===== src/rtl/c3rb_pkg.sv =====
// ----------------------------------------------------------------------------
// c3rb_pkg: shared types and constants
// Widths, register indexes and the per-channel filter arithmetic.
// ----------------------------------------------------------------------------
`default_nettype none
package c3rb_pkg;
   localparam int MAX_WIDTH      = 2048;
   localparam int COEF_FRAC_BITS = 12;
   localparam int COL_W          = $clog2(MAX_WIDTH);
   localparam int PIX_W          = 24;
   localparam int ACC_W          = 30;
   localparam int OUT_DEPTH      = 8;
   localparam int OUT_PTR_W      = 3;
   localparam int OUT_W          = PIX_W + 2;

   localparam logic [2:0] REG_WIDTH  = 3'd0;
   localparam logic [2:0] REG_HEIGHT = 3'd1;
   localparam logic [2:0] REG_MIRROR = 3'd2;
   localparam logic [2:0] REG_KTOP   = 3'd3;
   localparam logic [2:0] REG_KMID   = 3'd4;
   localparam logic [2:0] REG_KBOT   = 3'd5;

   typedef logic [PIX_W-1:0] pix_type;

   // One result request: which window rows and columns the kernel reads.
   // The third kernel row and column always read window row and column two.
   typedef struct packed {
      logic       valid;
      logic [1:0] r0, r1, c0, c1;
      logic       last;
      logic       fend;
   } job_type;

   function automatic logic [7:0] clamp_sum(input logic signed [ACC_W-1:0] s);
      logic signed [ACC_W-1:0] q;
      q = s >>> COEF_FRAC_BITS;
      if (s < 0) return 8'd0;
      if (q > 255) return 8'd255;
      return q[7:0];
   endfunction
endpackage
`default_nettype wire


===== src/rtl/c3rb_cell.sv =====
// ----------------------------------------------------------------------------
// c3rb_cell: one window column cell
// Holds one column of three pixels and hands it to its left neighbor.
// ----------------------------------------------------------------------------
`default_nettype none
module c3rb_cell (
   input  wire logic              clock,
   input  wire logic              reset,
   input  wire logic              shift,
   input  wire c3rb_pkg::pix_type col_in [3],
   output c3rb_pkg::pix_type      col_out [3]
);
   import c3rb_pkg::*;
   pix_type col_ff [3];
   always_ff @(posedge clock) begin
      if (reset) begin
         for (int i = 0; i < 3; i++) col_ff[i] <= '0;
      end else if (shift) begin
         for (int i = 0; i < 3; i++) col_ff[i] <= col_in[i];
      end
   end
   assign col_out = col_ff;
endmodule
`default_nettype wire


===== config.mk =====
export PLATFORM = sky130hd
export DESIGN_NAME = c3rb_cell
export DESIGN_NICKNAME = d
export VERILOG_FILES = /design/src/rtl/c3rb_pkg.sv /design/src/rtl/c3rb_cell.sv
export SDC_FILE = /design/constraint.sdc
export NUM_CORES = 1
export LEC_CHECK = 0
export ABC_AREA = 1
export BUFFER_PORTS_ARGS = -buffer_cell sky130_fd_sc_hd__buf_2
export CORE_UTILIZATION = 45
export DETAILED_ROUTE_END_ITERATION = 12
export MAX_ROUTING_LAYER = met4
export PLACE_DENSITY = 0.79
export SLEW_MARGIN = 10
export SYNTH_ARGS = -nofsm -noshare
export SYNTH_HDL_FRONTEND = slang
export SYNTH_SLANG_ARGS = --single-unit

===== constraint.sdc =====
create_clock -name clock -period 1.2 [get_ports clock]
set_clock_uncertainty 0.15 [all_clocks]
set_input_delay 0.12 -clock clock [delete_from_list [all_inputs] [get_ports clock]]
set_output_delay 0.12 -clock clock [all_outputs]
set_load 0.1 [all_outputs]

==> results.py <==
metrics = {
    "sta": {
        "drv_slew": 0,
        "setup_viol": 0,
        "relSlewSlack_pct": 84.3,
        "layout_worst_path_cycle_share_pct": 97.7,
        "tightestPinTransition_ns": 0.234,
        "period_needed_ns": 1.17,
        "timing.fmax_mhz": 853,
        "hold_violations": 0,
        "tns_ns": 0,
        "rsz0062_at_grt": "no",
    },
    "grt": {
        "grt_pass1_vias": 3740,
        "grt_use_met2_pct": 63.9,
        "overflow": 0,
        "grt_pass1_wl_um": 17700,
        "grt_max_degree": 59,
        "grt_antenna_before_repair": 0,
        "use_met3_pct": 6.26,
        "grtUsageMet1_pct": 29.8,
        "groute.usage.overall_pct": 33.8,
        "grt.busiest_layer": "met2",
    },
    "route": {
        "via_per_inst": 4.65,
        "firstDrtPassIters": 4,
        "via_count": 3494,
        "drtAntennaViolNets": 0,
        "drc": 0,
        "wl_per_cell_um": 14.7,
        "drt_iter0_drc": 127,
        "wl_um": 11100,
    },
    "place": {
        "place.gp.congestion": 0.734,
        "numPortBuffers": 146,
        "dp_hpwl_um": 5700,
    },
    "worst_setup_path": {
        "reg2reg_from": "col_out[11]",
        "path_cells": "buf_12",
        "slowest_stage": "dfxtp_2",
        "worst_setup_path_start_kind": "flop",
        "crit_family": "flip-flops",
        "worst-endpoint-arrival_ns": 0.90,
        "worstSetupPathType": "reg -> out",
        "max_stage_delay_ns": 0.37,
        "critPathLaunch": "col_out[21]",
        "cp_num_buf_inv": 1,
        "worstSetupEndpointType": "output pin",
        "critPathMaxFanout": 2,
        "cp.required_ns": 0.93,
    },
    "synthesis": {
        "syn_area_um2": 2950,
        "synth.top_cells.by_area": "dfxtp_1 49%, nand2_1 18%, nor2_1 18%",
        "synth.distinct_cells": 9,
        "synth_top_cell_by_area": "dfxtp_1",
        "syn-num-nets": 531,
        "avgSynthCellArea_um2": 6.47,
        "netlist_instances": 456,
        "ys_warn_count": 0,
        "ys_ff_latch": 72,
        "yosysSeqAreaShare_pct": 48.8,
        "synth_top_area_share_pct": 48.8,
    },
    "finish": {
        "seq_area_um2": 1530,
        "layout_common_cells": "144 x nor2_1, 144 x nand2_1, 77 x buf_12, 74 x dlygate4sd3_1, 73 x buf_2",
        "drive_gt1_share_pct": 35.5,
        "largest_reg_flops": 72,
        "nFillCells": 250,
        "final_nets": 744,
        "multi_input_area_um2": 1080,
        "areaGrowthSynthToFinish_pct": 99.0,
        "antenna_cells": 0,
    },
    "floorplan": {
        "die_area_um2": 6890,
        "core-area_um2": 6350,
        "start_util_pct": 46.5,
        "rows": 29,
        "die_w_um": 83.0,
        "fp.dieH_um": 83.0,
        "ios": 147,
    },
    "power_and_ir_drop": {
        "p_sw_share_pct": 36.1,
        "p_leak_nw": 3.07,
        "combPwrFrac_pct": 35.0,
        "power_mw": 7.83,
        "pwr-share-clk_pct": 29.5,
        "share_seq_of_total_power_pct": 35.5,
        "p_sw_mw": 2.82,
        "internal_power_mw": 5.01,
        "powerDensity_nw_per_um2": 1330,
        "ir_drop_mv": 0.943,
    },
    "cts": {
        "cts_root_buf": "clkbuf_8",
        "cts_resized": 0,
        "path_clk_slew_ns": 0.08,
        "insertion_delay_ns": 0.34,
        "clockBufferDepth": 2,
        "cts_sinks": 72,
        "cts.htree.levels": 3,
        "cts_made_buffers": 9,
        "post_cts_buffers": 0,
        "cts_tree": "yes",
    },
    "status": {
        "status": "finished, final reports clean",
    },
    "run": {
        "max-cap-violations": 0,
    },
    "min_path": {
        "hp-class": "in -> reg",
        "hp-start": "reset",
    },
}
==> power by group through the flow <==
stage | Clock (mW) | Sequential, mW | Combinational [mW]
2_1_floorplan | 0 | 3.94 | 0.398
3_3_place_gp | 0 | 2.82 | 2.45
3_5_place_dp | 0 | 2.83 | 2.49
4_1_cts | 2.32 | 2.77 | 2.68
5_1_grt | 2.43 | 2.80 | 2.84
6_report | 2.31 | 2.78 | 2.74
==> cells by family (layout without fill, tap and decap cells) <==
kind of cell / after synthesis / after routing / share of synthesized area (%)
buf+inv: 96 / 314 / 14.5
simple gates: 288 / 288 / 36.6
flops: 72 / 72 / 48.8
==> through the flow <==
stage	util [%]	worst slack (ns)	hold WS [ns]	instances	cell area, um^2
global placement	77.1	0.206	0.250	661	4900
detailed placement	77.1	0.168	0.258	661	4900
CTS	92.5	0.0336	0.0363	751	5870
finish	92.5	0.0278	0.0520	751	5870
global route	92.5	0.0115	0.0597	751	5870
floorplan	-	0.153	0.137	456	3040
==> layer usage <==
metal,part of all wire [%],up-vias
li1,-,1708
met1,34,1583
met2,55,145
met3,4.4,58
met4,6.4,0
met5,0,-
==> repair_timing <==
item                                    4_1_cts  5_1_grt
hold endpoints to repair                     72        0
hold buffers                                 74        0
endpoints found under the setup margin        0        0
==> Yosys cell counts <==
| cell type | number |
|---|---|
| nand2_1 | 144 |
| nor2_1 | 144 |
| dfxtp_1 | 72 |
| inv_1 | 72 |
| buf_2 | 10 |
| buf_6 | 7 |
| clkbuf_1 | 5 |
| buf_4 | 1 |
| inv_2 | 1 |
==> path summary, 6_finish.rpt <==
path / end / slack [ns] / cells past startpoint
max: col_out[21] / 0.03 / 1
min: col_out[18] / 0.05 / 5
max reg2reg: col_out[11] / 0.37 / 2
min reg2reg: col_out[61] / 0.34 / 2
==> area by class of cell <==
| type | count | share of cell area [%] |
|---|---|---|
| clock buffer | 10 | 2.17 |
| multi-input combinational | 288 | 18.4 |
| tap | 77 | 1.64 |
| inverter | 73 | 4.67 |
| sequential | 72 | 26.1 |
| timing repair buffer | 225 | 45.2 |
| clock inverter | 6 | 1.83 |
Power figures use the tool's default switching activity.
